`src/rtl/core/at_rtd_pkg.sv`:
```
// Package for the modem response terminator detector.
// Holds field widths, kind/status/pattern codes, the terminator table and
// the result struct. No dependencies.
package at_rtd_pkg;

  localparam int WINDOW_BYTES   = 17;
  localparam int RESPONSE_BYTES = 256;

  localparam int KIND_W   = 2;
  localparam int BYTE_W   = 8;
  localparam int STATUS_W = 3;
  localparam int PAT_W    = 3;
  localparam int COUNT_W  = 8;
  localparam int MAXLEN_W = 8;
  localparam int TIMER_W  = 16;
  localparam int CFG_IDX_W  = 1;
  localparam int CFG_DATA_W = 16;

  localparam logic [COUNT_W-1:0] LIMIT_CAP  = COUNT_W'(RESPONSE_BYTES - 1);
  localparam logic [TIMER_W-1:0] TIMER_MAX  = '1;
  localparam logic [MAXLEN_W-1:0] MAXLEN_RST = 8'd255;
  localparam logic [TIMER_W-1:0]  TIMEOUT_RST = 16'd1500;

  localparam logic [CFG_IDX_W-1:0] CFG_MAX_LENGTH = 1'd0;
  localparam logic [CFG_IDX_W-1:0] CFG_TIMEOUT_MS = 1'd1;

  localparam logic [KIND_W-1:0] KIND_START = 2'd0;
  localparam logic [KIND_W-1:0] KIND_BYTE  = 2'd1;
  localparam logic [KIND_W-1:0] KIND_TICK  = 2'd2;

  localparam logic [STATUS_W-1:0] ST_COLLECTING = 3'd0;
  localparam logic [STATUS_W-1:0] ST_TERMINAL   = 3'd1;
  localparam logic [STATUS_W-1:0] ST_FULL       = 3'd2;
  localparam logic [STATUS_W-1:0] ST_TMO_DATA   = 3'd3;
  localparam logic [STATUS_W-1:0] ST_TMO_EMPTY  = 3'd4;

  localparam logic [PAT_W-1:0] PAT_NONE = 3'd0;

  // Terminator table, right aligned: byte 0 is the last character.
  localparam int PAT_COUNT   = 7;
  localparam int PAT_MAX_LEN = 17;
  typedef logic [PAT_MAX_LEN-1:0][BYTE_W-1:0] pat_text_t;
  localparam pat_text_t PAT_TEXT [PAT_COUNT] = '{
    pat_text_t'("OK\r\n"),
    pat_text_t'("ERROR"),
    pat_text_t'("FAIL"),
    pat_text_t'("WIFI GOT IP"),
    pat_text_t'("SEND OK"),
    pat_text_t'("ALREADY CONNECTED"),
    pat_text_t'(">")
  };
  localparam int PAT_LEN [PAT_COUNT] = '{4, 5, 4, 11, 7, 17, 1};

  typedef logic [WINDOW_BYTES-1:0][BYTE_W-1:0] window_t;

  typedef struct packed {
    logic [STATUS_W-1:0] status;
    logic [PAT_W-1:0]    which_pattern;
    logic [COUNT_W-1:0]  stored_count;
  } result_t;

endpackage

```
`src/rtl/core/at_rtd_if.sv`:
```
// Channel interfaces of the terminator detector: input beats and result beats.
// Depends on at_rtd_pkg.
interface at_rtd_in_if;
  logic                            valid;
  logic                            ready;
  logic [at_rtd_pkg::KIND_W-1:0]   kind;
  logic [at_rtd_pkg::BYTE_W-1:0]   rx_byte;

  modport source (output valid, kind, rx_byte, input ready);
  modport sink (input valid, kind, rx_byte, output ready);
endinterface

interface at_rtd_out_if;
  logic                              valid;
  logic                              ready;
  logic [at_rtd_pkg::STATUS_W-1:0]   status;
  logic [at_rtd_pkg::PAT_W-1:0]      which_pattern;
  logic [at_rtd_pkg::COUNT_W-1:0]    stored_count;

  modport source (output valid, status, which_pattern, stored_count, input ready);
  modport sink (input valid, status, which_pattern, stored_count, output ready);
endinterface

```
`src/rtl/core/at_rtd_match.sv`:
```
// Parallel terminator compare over the tail window, lowest code wins.
// Depends on at_rtd_pkg.
module at_rtd_match (
  input  at_rtd_pkg::window_t            window,
  output logic [at_rtd_pkg::PAT_W-1:0]   code
);

  logic [at_rtd_pkg::PAT_COUNT-1:0] hit;

  always_comb begin
    for (int p = 0; p < at_rtd_pkg::PAT_COUNT; p++) begin
      hit[p] = 1'b1;
      for (int i = 0; i < at_rtd_pkg::PAT_MAX_LEN; i++) begin
        if (i < at_rtd_pkg::PAT_LEN[p] && window[i] != at_rtd_pkg::PAT_TEXT[p][i]) begin
          hit[p] = 1'b0;
        end
      end
    end
  end

  always_comb begin
    code = at_rtd_pkg::PAT_NONE;
    // scan from the back so the lowest index is left standing
    for (int p = at_rtd_pkg::PAT_COUNT - 1; p >= 0; p--) begin
      if (hit[p]) begin
        code = at_rtd_pkg::PAT_W'(p + 1);
      end
    end
  end

endmodule

```
`src/rtl/core/at_rtd_ctrl.sv`:
```
// Response state: config registers, tail window, count, timer and end flags.
// Computes the result of each accepted beat. Depends on at_rtd_pkg, at_rtd_match.
module at_rtd_ctrl (
  input  logic                                clk,
  input  logic                                rst,
  input  logic                                cfg_we,
  input  logic [at_rtd_pkg::CFG_IDX_W-1:0]    cfg_index,
  input  logic [at_rtd_pkg::CFG_DATA_W-1:0]   cfg_data,
  input  logic                                accept,
  input  logic [at_rtd_pkg::KIND_W-1:0]       kind,
  input  logic [at_rtd_pkg::BYTE_W-1:0]       rx_byte,
  output at_rtd_pkg::result_t                 res_next
);

  logic [at_rtd_pkg::MAXLEN_W-1:0] max_length;
  logic [at_rtd_pkg::TIMER_W-1:0]  timeout_ms;

  at_rtd_pkg::window_t              window, window_next, window_shift;
  logic [at_rtd_pkg::COUNT_W-1:0]   byte_count, byte_count_next, count_inc;
  logic [at_rtd_pkg::TIMER_W-1:0]   elapsed_ms, elapsed_ms_next, elapsed_inc;
  logic                             finished, finished_next;
  logic                             nul_seen, nul_seen_next, nul_after;
  logic [at_rtd_pkg::STATUS_W-1:0]  final_status, final_status_next, tmo_status;
  logic [at_rtd_pkg::PAT_W-1:0]     final_pattern, final_pattern_next;
  logic [at_rtd_pkg::PAT_W-1:0]     match_code;
  logic [at_rtd_pkg::COUNT_W-1:0]   limit;

  always_ff @(posedge clk) begin
    if (rst) begin
      max_length <= at_rtd_pkg::MAXLEN_RST;
      timeout_ms <= at_rtd_pkg::TIMEOUT_RST;
    end else if (cfg_we) begin
      case (cfg_index)
        at_rtd_pkg::CFG_MAX_LENGTH: max_length <= cfg_data[at_rtd_pkg::MAXLEN_W-1:0];
        at_rtd_pkg::CFG_TIMEOUT_MS: timeout_ms <= cfg_data[at_rtd_pkg::TIMER_W-1:0];
        default: ;
      endcase
    end
  end

  assign limit = (at_rtd_pkg::COUNT_W'(max_length) > at_rtd_pkg::LIMIT_CAP) ?
                 at_rtd_pkg::LIMIT_CAP : at_rtd_pkg::COUNT_W'(max_length);

  assign window_shift = {window[at_rtd_pkg::WINDOW_BYTES-2:0], rx_byte};
  assign count_inc    = byte_count + 1'b1;
  assign nul_after    = nul_seen | (rx_byte == '0);
  assign elapsed_inc  = (elapsed_ms == at_rtd_pkg::TIMER_MAX) ? elapsed_ms : elapsed_ms + 1'b1;
  assign tmo_status   = (byte_count != '0) ? at_rtd_pkg::ST_TMO_DATA
                                           : at_rtd_pkg::ST_TMO_EMPTY;

  at_rtd_match u_match (
    .window (window_shift),
    .code   (match_code)
  );

  always_comb begin
    window_next        = window;
    byte_count_next    = byte_count;
    elapsed_ms_next    = elapsed_ms;
    finished_next      = finished;
    nul_seen_next      = nul_seen;
    final_status_next  = final_status;
    final_pattern_next = final_pattern;
    case (kind)
      at_rtd_pkg::KIND_START: begin
        window_next        = '0;
        byte_count_next    = '0;
        elapsed_ms_next    = '0;
        finished_next      = 1'b0;
        nul_seen_next      = 1'b0;
        final_status_next  = at_rtd_pkg::ST_COLLECTING;
        final_pattern_next = at_rtd_pkg::PAT_NONE;
      end
      at_rtd_pkg::KIND_BYTE: begin
        if (!finished) begin
          if (elapsed_ms >= timeout_ms) begin
            finished_next     = 1'b1;
            final_status_next = tmo_status;
          end else if (byte_count >= limit) begin
            finished_next     = 1'b1;
            final_status_next = at_rtd_pkg::ST_FULL;
          end else begin
            window_next     = window_shift;
            byte_count_next = count_inc;
            nul_seen_next   = nul_after;
            // a zero byte ends the string: no match from here on
            if (!nul_after && match_code != at_rtd_pkg::PAT_NONE) begin
              finished_next      = 1'b1;
              final_status_next  = at_rtd_pkg::ST_TERMINAL;
              final_pattern_next = match_code;
            end else if (count_inc >= limit) begin
              finished_next     = 1'b1;
              final_status_next = at_rtd_pkg::ST_FULL;
            end
          end
        end
      end
      at_rtd_pkg::KIND_TICK: begin
        if (!finished) begin
          elapsed_ms_next = elapsed_inc;
          if (elapsed_inc >= timeout_ms) begin
            finished_next     = 1'b1;
            final_status_next = tmo_status;
          end
        end
      end
      default: ;
    endcase
  end

  always_ff @(posedge clk) begin
    if (rst) begin
      window        <= '0;
      byte_count    <= '0;
      elapsed_ms    <= '0;
      finished      <= 1'b0;
      nul_seen      <= 1'b0;
      final_status  <= at_rtd_pkg::ST_COLLECTING;
      final_pattern <= at_rtd_pkg::PAT_NONE;
    end else if (accept) begin
      window        <= window_next;
      byte_count    <= byte_count_next;
      elapsed_ms    <= elapsed_ms_next;
      finished      <= finished_next;
      nul_seen      <= nul_seen_next;
      final_status  <= final_status_next;
      final_pattern <= final_pattern_next;
    end
  end

  always_comb begin
    res_next.status        = finished_next ? final_status_next : at_rtd_pkg::ST_COLLECTING;
    res_next.which_pattern = finished_next ? final_pattern_next : at_rtd_pkg::PAT_NONE;
    res_next.stored_count  = byte_count_next;
  end

endmodule

```
`src/rtl/core/at_response_terminator_detect_core.sv`:
```
// Top level of the modem response terminator detector: handshake and result register.
// Depends on at_rtd_pkg, at_rtd_if, at_rtd_ctrl.
//
//   channel  dir  payload                              beat
//   rx_in    in   kind[1:0], rx_byte[7:0]              valid && ready
//   res_out  out  status[2:0], which_pattern[2:0],     valid && ready
//                 stored_count[7:0]
//   cfg      in   cfg_we, cfg_index[0], cfg_data[15:0] cfg_we
//
// One input beat per cycle unless res_out stalls; each beat gives one result beat on
// the next cycle, set by the combinational window compare from state into result register.
// Synchronous reset restores max_length 255, timeout_ms 1500, clears state but res.
// While the result register holds an untaken beat, rx_in.ready follows res_out.ready.
module at_response_terminator_detect_core (
  input  logic                                clk,
  input  logic                                rst,
  input  logic                                cfg_we,
  input  logic [at_rtd_pkg::CFG_IDX_W-1:0]    cfg_index,
  input  logic [at_rtd_pkg::CFG_DATA_W-1:0]   cfg_data,
  at_rtd_in_if.sink                           rx_in,
  at_rtd_out_if.source                        res_out
);

  logic                 accept;
  logic                 out_valid;
  at_rtd_pkg::result_t  res_next;
  at_rtd_pkg::result_t  res;

  assign rx_in.ready = !out_valid || res_out.ready;
  assign accept      = rx_in.valid && rx_in.ready;

  at_rtd_ctrl u_ctrl (
    .clk       (clk),
    .rst       (rst),
    .cfg_we    (cfg_we),
    .cfg_index (cfg_index),
    .cfg_data  (cfg_data),
    .accept    (accept),
    .kind      (rx_in.kind),
    .rx_byte   (rx_in.rx_byte),
    .res_next  (res_next)
  );

  always_ff @(posedge clk) begin
    if (rst) begin
      out_valid <= 1'b0;
    end else if (rx_in.ready) begin
      out_valid <= rx_in.valid;
    end
  end

  // load only on an accepted beat; hold while the sink stalls
  always_ff @(posedge clk) begin
    if (accept) begin
      res <= res_next;
    end
  end

  assign res_out.valid         = out_valid;
  assign res_out.status        = res.status;
  assign res_out.which_pattern = res.which_pattern;
  assign res_out.stored_count  = res.stored_count;

endmodule
```
`src/flat_wrapper.sv`:
```
// flat-port wrapper written by rule: the top's interface ports become plain ports
module at_response_terminator_detect_core_flat 
  (clk, rst, cfg_we, cfg_index, cfg_data, rx_in_valid, rx_in_kind, rx_in_rx_byte, rx_in_ready, res_out_valid, res_out_status, res_out_which_pattern, res_out_stored_count, res_out_ready);
  at_rtd_in_if rx_in_i ();
  at_rtd_out_if res_out_i ();
  input  logic clk;
  input  logic rst;
  input  logic cfg_we;
  input  logic [at_rtd_pkg::CFG_IDX_W-1:0] cfg_index;
  input  logic [at_rtd_pkg::CFG_DATA_W-1:0] cfg_data;
  input wire logic [$bits(rx_in_i.valid)-1:0] rx_in_valid;
  input wire logic [$bits(rx_in_i.kind)-1:0] rx_in_kind;
  input wire logic [$bits(rx_in_i.rx_byte)-1:0] rx_in_rx_byte;
  output wire logic [$bits(rx_in_i.ready)-1:0] rx_in_ready;
  output wire logic [$bits(res_out_i.valid)-1:0] res_out_valid;
  output wire logic [$bits(res_out_i.status)-1:0] res_out_status;
  output wire logic [$bits(res_out_i.which_pattern)-1:0] res_out_which_pattern;
  output wire logic [$bits(res_out_i.stored_count)-1:0] res_out_stored_count;
  input wire logic [$bits(res_out_i.ready)-1:0] res_out_ready;
  assign rx_in_i.valid = rx_in_valid;
  assign rx_in_i.kind = rx_in_kind;
  assign rx_in_i.rx_byte = rx_in_rx_byte;
  assign rx_in_ready = rx_in_i.ready;
  assign res_out_valid = res_out_i.valid;
  assign res_out_status = res_out_i.status;
  assign res_out_which_pattern = res_out_i.which_pattern;
  assign res_out_stored_count = res_out_i.stored_count;
  assign res_out_i.ready = res_out_ready;
  at_response_terminator_detect_core u_core (.clk(clk), .rst(rst), .cfg_we(cfg_we), .cfg_index(cfg_index), .cfg_data(cfg_data), .rx_in(rx_in_i), .res_out(res_out_i));
endmodule
```
`config.mk`:
```
export PLATFORM = sky130hd
export DESIGN_NAME = at_response_terminator_detect_core_flat
export DESIGN_NICKNAME = d
export VERILOG_FILES = /design/src/rtl/core/at_rtd_pkg.sv /design/src/rtl/core/at_rtd_if.sv /design/src/rtl/core/at_rtd_match.sv /design/src/rtl/core/at_rtd_ctrl.sv /design/src/rtl/core/at_response_terminator_detect_core.sv /design/src/flat_wrapper.sv
export SDC_FILE = /design/constraint.sdc
export NUM_CORES = 1
export LEC_CHECK = 0
export BUFFER_PORTS_ARGS = -buffer_cell sky130_fd_sc_hd__buf_4
export CAP_MARGIN = 20
export CORE_MARGIN = 2
export CORE_UTILIZATION = 56
export DETAILED_ROUTE_END_ITERATION = 16
export PLACE_DENSITY = 0.77
export SLEW_MARGIN = 20
export SYNTH_ARGS = -nofsm -noshare
export SYNTH_HDL_FRONTEND = slang
export SYNTH_SLANG_ARGS = --single-unit
```
`constraint.sdc`:
```
create_clock -name clk -period 4.4 [get_ports clk]
set_input_delay 0 -clock clk [delete_from_list [all_inputs] [get_ports clk]]
set_output_delay 0 -clock clk [all_outputs]
set_load 0.01 [all_outputs]
```
# Word-level counts from Yosys, hierarchy flattened
# Index checks and enable logic that the tools add are counted.
classes:
  addsub: 2
  n_lt_le_gt_ge: 5
  eq_ne: 52
  muxes: 93
  bitwise: 2
  n_reduce_logical: 15
ops:
  columns: ["cell", "n"]
  rows:
  - ["128-bit 2-to-1 mux", 3]
  - ["8-bit by 7-bit inequality test with 1-bit output, second input constant", 40]
  - ["128-bit case mux with 2 select lines", 1]
  - ["1-bit 2-to-1 mux", 58]
  - ["3-bit 2-to-1 mux", 19]
  - ["16-bit greater-or-equal comparator", 2]
  - ["16-bit 2-to-1 mux", 2]
  - ["8-bit 2-to-1 mux", 4]
  - ["8-bit by 6-bit inequality test with 1-bit output, second input constant", 4]
  - ["16-bit case mux with 2 select lines", 1]
  - ["16-bit by 1-bit adder with 16-bit output, second input constant", 1]
  - ["16-bit == test, second input constant", 1]
  - ["8-bit greater-or-equal comparator", 2]
  - ["8-bit case mux with 2 select lines", 1]
  - ["3-bit case mux with 3 select lines", 1]
  - ["8-bit by 1-bit adder with 8-bit output, second input constant", 1]
  - ["8-bit greater-than comparator, second input constant", 1]
  - ["8-bit logical NOT", 1]
  - ["2-bit inequality test, second input constant", 4]
  - ["8-bit by 4-bit inequality test with 1-bit output, second input constant", 1]
  - ["8-bit nonzero test", 1]
  - ["3-bit case mux with 2 select lines", 1]
  - ["5-bit AND reduction", 1]
  - ["2-bit AND reduction", 2]
  - ["other kinds (13)", 16]
totals:
  regBits: 199
  in_bits: 32
  out_inout_bits: 16

# Longest topological paths before layout
logic_depth:
  depth_word: 31
  mapped_depth: 16
  mapped_depth_nobuf: 16

# Hierarchy
# From an unflattened synthesis, not the netlist that was laid out.
unflattened:
  cells_unflattened: 1270
  hier_area_um2: 10477.5
modules_own_cells:
  columns: ["mod", "instances", "cells_per_inst", "area_per_inst_um2", "seq_area_each_um2"]
  rows:
  - ["at_rtd_ctrl", 1, 1150, 9243.9, 3683.5]
  - ["at_rtd_match", 1, 101, 758.2, 0.0]
  - ["at_response_terminator_detect_core", 1, 19, 475.5, 440.4]

# Least setup slack after synthesis
# Ideal clock, no wire load.
synth_timing:
  path_kind: "register to register"
  startpoint: "register u_core.u_ctrl.elapsed_ms[4] (netlist bit)"
  endpoint: "register u_core.res (netlist bit u_core.res_out.status[2]), data pin"
  setup_time_ps: 260
  arrival_ps: 3869
  required_time_ps: 4140
  setup_slack_ps: 271
  stages_incl_launch_ff: 17
  synth_period_minus_slack_ps: 4129
  cell_sequence: "dfxtp_1 > clkbuf_1 > and4_1 > nand4_1 > or3_1 > clkbuf_1 > nand2_1 > xnor2_1 > ha_1 > a21o_1 > a2111oi_0 > o21ai_1 > a31oi_1 > mux2_2 > a221o_1 > a21oi_1 > nor3_1"
synth_between:
  elab_chain_cells: 6
  elab_cells_between_ends: 15
  classes_between: "add/sub: 1; order compare: 2; eq/ne: 1; mux: 11"
synth_rtl:
  columns: ["item", "line", "text"]
  rows:
  - ["start: declaration", "at_rtd_ctrl.sv:20", "logic [at_rtd_pkg::TIMER_W-1:0] elapsed_ms, elapsed_ms_next, elapsed_inc;"]
  - ["start signal: assignment", "at_rtd_ctrl.sv:123", "elapsed_ms <= elapsed_ms_next;"]
  - ["16-bit by 1-bit adder with 16-bit output / 16-bit == test (equally long branches)", "at_rtd_ctrl.sv:47", "assign elapsed_inc = (elapsed_ms == at_rtd_pkg::TIMER_MAX) ? elapsed_ms : elapsed_ms + 1'b1;"]
  - ["16-bit 2-to-1 mux", "at_rtd_ctrl.sv:47", null]
  - ["16-bit greater-or-equal comparator", "at_rtd_ctrl.sv:101", "if (elapsed_inc >= timeout_ms) begin"]
  - ["3-bit 2-to-1 mux / 1-bit 2-to-1 mux (equally long branches)", "at_rtd_ctrl.sv:101", null]
  - ["3-bit 2-to-1 mux / 1-bit 2-to-1 mux (equally long branches)", "at_rtd_ctrl.sv:99", "if (!finished) begin"]
  - ["3-bit case mux with 3 select lines / 1-bit case mux with 3 select lines (equally long branches)", "at_rtd_ctrl.sv:64", "case (kind)"]
  - ["end signal: assignment", "at_response_terminator_detect_core.sv:55", "res <= res_next;"]
  - ["end: declaration", "at_response_terminator_detect_core.sv:27", "at_rtd_pkg::result_t res;"]
# Parallel ways exist; a longest one is shown, timed or not.
# A chain may end at the register's enable or synchronous reset.

# Final worst setup path
layout_timing:
  startpoint: "register u_core.u_ctrl.elapsed_ms[1] (netlist bit)"
  endpoint: "register u_core.res (netlist bit u_core.res_out.status[2]), data pin"
# The elaborated chain is that of the path after synthesis.

==> results.toml <==
[pwr]
comb_power_share = 0.095
power_per_cell_area_nw_per_um2 = 328.6
share_seq_of_total_power = 0.504
static-leakage-power_uw = 0.004165
switching_fraction = 0.2623
netSwitchingPower_uw = 975.5
clkPwrFrac = 0.401
peakVddDrop_v = 0.0003052
cellInternalPower_uw = 2744

[placed_design]
gpl.final_weighted_congestion = 0.9117
place.detailed.hpwl_um = 16530
buffer_ports.inserted = 47
worst_slack_at_placement_ns = 0.07479

[route]
vias = 9019
detail_route.drc_violations = 0
drt-pass1-iter-count = 5
wire_per_inst_um = 16.86
drtAntennaViolNets = 0
first_iter_violations = 918
finalWirelength_um = 25310
post_drt_via_cell_ratio = 6.009

[clock_network]
cts_setup_buffers = 0
cts.clk_slew.worst_paths_ns = 0.07
clock_h_tree_levels = 4
clock_latency_on_the_worst_skew_pair_ns = 0.44
clock_tree.root_cell = "sky130_fd_sc_hd__clkbuf_16"
cts_tree = "built"
numCtsBuffers = 17
cts-root-to-sink-buffers = 2
tritoncts_num_sinks = 199

[grt]
grt_pass1_wl_um = 42270
first_global_vias = 8553
groute.usage.overall = 0.2609
gr-total-overflow = 0
antenna_violations_before_repair = 0
grt_start_max_net_pins = 100

[sta]
clock_skew_ns = 0.01399
final-hold-violation-count = 1
slew_viol_final = 0
timing.fmax_mhz = 234.3
setup_slack_ns = 0.1315
final.period_utilization = 0.9701
setup_viol_count_final = 0
final_critical_delay_including_setup_and_external_delays_ns = 4.268
fin_worst_hold_slack_ns = -0.002970
tightestPinTransition_ns = 1.031
worst_slew_margin_relative_to_its_limit = 0.3125

[die]
pin_count = 48
core-area_um2 = 17900
die_h_um = 138.8
rows = 49
overall_die_area_um2 = 19250
start_util = 0.5680
die-width_um = 138.8

[layout]
finalNetCount = 1346
share_of_final_layout_standard_cells_stronger_than_drive_strength_1 = 0.1014
seqCellArea_um2 = 4125
area_growth_syn_to_layout_pct = 11.31
layout.filler_cells = 1550
num_antenna_cells = 0
multi_input_comb_area_um2 = 5482
most-common-layout-cells = "sky130_fd_sc_hd__nand2_1 (217), sky130_fd_sc_hd__dfxtp_1 (184), sky130_fd_sc_hd__a21oi_1 (162), sky130_fd_sc_hd__nand3_1 (141), sky130_fd_sc_hd__buf_4 (56)"
mostFrequentLayoutCell = "sky130_fd_sc_hd__nand2_1"

[worst_setup_path]
worst-path-max-fanout = 9
worstPathBufferInverterCount = 0
critPathMaxStageDelay_ns = 0.47
cp-end-kind = "flip-flop"
reg2reg_setup_slack_ns = 0.13
cp_data_arrival_time_ns = 4.45
regToRegEndpoint = "u_core.res_out.status[2]"
critical_path.reg2reg.startpoint = "u_core.u_ctrl.elapsed_ms[1]"
critical-path-top-cell-by-count = "sky130_fd_sc_hd__ha_1"
critPathSlowestCell = "sky130_fd_sc_hd__or3_4"
critical_path_required_ns = 4.58
critPathKind = "reg2reg"
reg2reg_depth = 15
timing.critical_path.cells = "ha_1 -> and3_1 -> nand4_1 -> or3_4 -> nand2_1 -> xnor2_1 -> ha_1 -> a21o_1 -> a2111oi_1 -> o21ai_1 -> a31oi_2 -> mux2_2 -> a221o_1 -> a21oi_1 -> nor3_1"
path_delay_family = "compound AO/OA/AOI/OAI gates"
critPathLaunchType = "flip-flop"
timing.critical_path.depth = 15

[min_path]
worst_min_delay_path_endpoint = "u_core.u_ctrl.max_length[2]"
hold_path_startpoint = "cfg_index"
min_delay_path_depth = 3
timing.hold.worst.class = "in2reg"

[run]
timing.max_cap.violations = 0

[synth]
ys_seq_elements = 199
synthesis.nets = 1322
synth-seq-area-share = 0.4056
postSynth.asyncResetShare = 0
synthesis.instances = 1235
synthesis.area_per_instance_um2 = 8.234
synthDistinctLibCells = 76
postSynth.topFlopCell = "sky130_fd_sc_hd__dfxtp_1"
synth.cell_area_um2 = 10170
synth_enable_flop_cells = 14
synth-warning-count = 0

[status]
run_status = "finished with violations"
violations = "hold timing"
==> worst register-to-register path: stages (launching register included) <==
cell	delay, ns
sky130_fd_sc_hd__dfxtp_1	0.43
sky130_fd_sc_hd__ha_1	0.21
sky130_fd_sc_hd__and3_1	0.25
sky130_fd_sc_hd__nand4_1	0.18
sky130_fd_sc_hd__or3_4	0.47
sky130_fd_sc_hd__nand2_1	0.15
sky130_fd_sc_hd__xnor2_1	0.14
sky130_fd_sc_hd__ha_1	0.26
sky130_fd_sc_hd__a21o_1	0.19
sky130_fd_sc_hd__a2111oi_1	0.39
sky130_fd_sc_hd__o21ai_1	0.19
sky130_fd_sc_hd__a31oi_2	0.27
sky130_fd_sc_hd__mux2_2	0.36
sky130_fd_sc_hd__a221o_1	0.32
sky130_fd_sc_hd__a21oi_1	0.15
sky130_fd_sc_hd__nor3_1	0.06
==> state kept, by name (all words and copies together) (netlist names) <==
name and cells:
u_core.res_out.status 3, u_core.u_ctrl.elapsed_ms 16, u_core.res_out.stored_count 8, u_core.u_ctrl.final_pattern 3
u_core.u_ctrl.nul_seen 1, u_core.res_out.which_pattern 3, u_core.u_ctrl.max_length 8, u_core.u_ctrl.timeout_ms 16
u_core.u_ctrl.window 128, u_core.u_ctrl.final_status 3, u_core.res_out.valid 1, u_core.u_ctrl.byte_count 8
u_core.u_ctrl.finished 1
==> cells by family after synthesis <==
| logic type | Yosys count | share of synthesized area |
|---|---|---|
| AND/OR/NAND/NOR | 562 | 0.2805 |
| AO/OA/AOI/OAI | 270 | 0.1602 |
| XOR/XNOR | 16 | 0.01378 |
| multiplexers | 13 | 0.01341 |
| buffers and inverters | 120 | 0.05882 |
| adder cells (fa/ha/maj) | 55 | 0.06768 |
| flip-flops | 199 | 0.4056 |
==> synth_stat cells (7+ instances only) <==
cell / n / area [µm²]
sky130_fd_sc_hd__nand2_1: 217 / 814.5
sky130_fd_sc_hd__dfxtp_1: 185 / 3704
sky130_fd_sc_hd__a21oi_1: 162 / 810.8
sky130_fd_sc_hd__nand3_1: 141 / 705.7
sky130_fd_sc_hd__ha_1: 55 / 688.2
sky130_fd_sc_hd__nor2_1: 53 / 198.9
sky130_fd_sc_hd__clkbuf_1: 47 / 176.4
sky130_fd_sc_hd__inv_1: 40 / 150.1
sky130_fd_sc_hd__o21ai_0: 22 / 110.1
sky130_fd_sc_hd__nor3_1: 21 / 105.1
sky130_fd_sc_hd__nand4_1: 18 / 112.6
sky130_fd_sc_hd__nor4b_1: 18 / 157.7
sky130_fd_sc_hd__o211ai_1: 17 / 127.6
sky130_fd_sc_hd__edfxtp_1: 14 / 420.4
sky130_fd_sc_hd__and3_1: 13 / 81.33
sky130_fd_sc_hd__buf_2: 12 / 60.06
sky130_fd_sc_hd__buf_6: 12 / 135.1
sky130_fd_sc_hd__nor4_1: 12 / 75.07
sky130_fd_sc_hd__a21oi_2: 10 / 87.58
sky130_fd_sc_hd__nand3_2: 10 / 100.1
sky130_fd_sc_hd__nor4bb_1: 10 / 100.1
sky130_fd_sc_hd__xnor2_1: 10 / 87.58
sky130_fd_sc_hd__a22oi_1: 8 / 60.06
sky130_fd_sc_hd__mux2i_1: 8 / 80.08
sky130_fd_sc_hd__a31oi_1: 7 / 43.79
==> worst max path at each step <==
| stage | from | end | slack, ns |
|---|---|---|---|
| after global placement | u_core.u_ctrl.elapsed_ms[0] | u_core.res_out.status[2] | 0.24 |
| after global routing | u_core.u_ctrl.elapsed_ms[1] | u_core.res_out.status[2] | -0.02 |
| final | u_core.u_ctrl.elapsed_ms[1] | u_core.res_out.status[2] | 0.13 |
| after floorplan | u_core.u_ctrl.elapsed_ms[4] | u_core.res_out.status[2] | 0.27 |
| after detailed placement | u_core.u_ctrl.elapsed_ms[0] | u_core.res_out.status[2] | 0.07 |
| after CTS | u_core.u_ctrl.elapsed_ms[0] | u_core.res_out.status[2] | 0.07 |
==> cell type report <==
| type | instances | area share |
|---|---|---|
| multi-input combinational | 916 | 0.4843 |
| sequential | 199 | 0.3645 |
| timing repair buffer | 84 | 0.06367 |
| clock buffer | 22 | 0.04101 |
| tap | 229 | 0.02531 |
| inverter | 41 | 0.01360 |
| clock inverter | 10 | 0.007628 |
==> per-layer routing <==
layer	vias up	global-route usage	wire (µm)
li1	4456	-	-
met1	4266	0.3422	11300
met2	275	0.4482	12380
met3	22	0.04731	1393
met4	0	0.06539	238
met5	-	0	0
==> power by group through the flow <==
stage,Combinational [µW],Clock [µW],Sequential [µW]
2_1_floorplan,238,0,1910
3_3_place_gp,324,0,1920
3_5_place_dp,329,0,1920
4_1_cts,350,1510,1870
5_1_grt,390,1580,1880
6_report,354,1490,1880
==> per-stage QoR <==
step	setup TNS, ns	area (µm²)	util	std cells	total power (µW)
floorplan	0	10170	-	1235	2151
global placement	0	10490	0.5860	1443	2239
detailed placement	0	10490	0.5860	1443	2245
CTS	0	11300	0.6313	1501	3731
global route	-0.01741	11320	0.6322	1501	3851
finish	0	11320	0.6322	1501	3719
==> repair_timing <==
| item | in CTS | in global routing |
|---|---|---|
| resized for setup | 0 | 4 |
| setup endpoints to repair | 0 | 4 |
| hold buffers | 26 | 0 |
| hold endpoints to repair | 33 | 0 |
No activity file was read; power rests on OpenSTA's default activity.
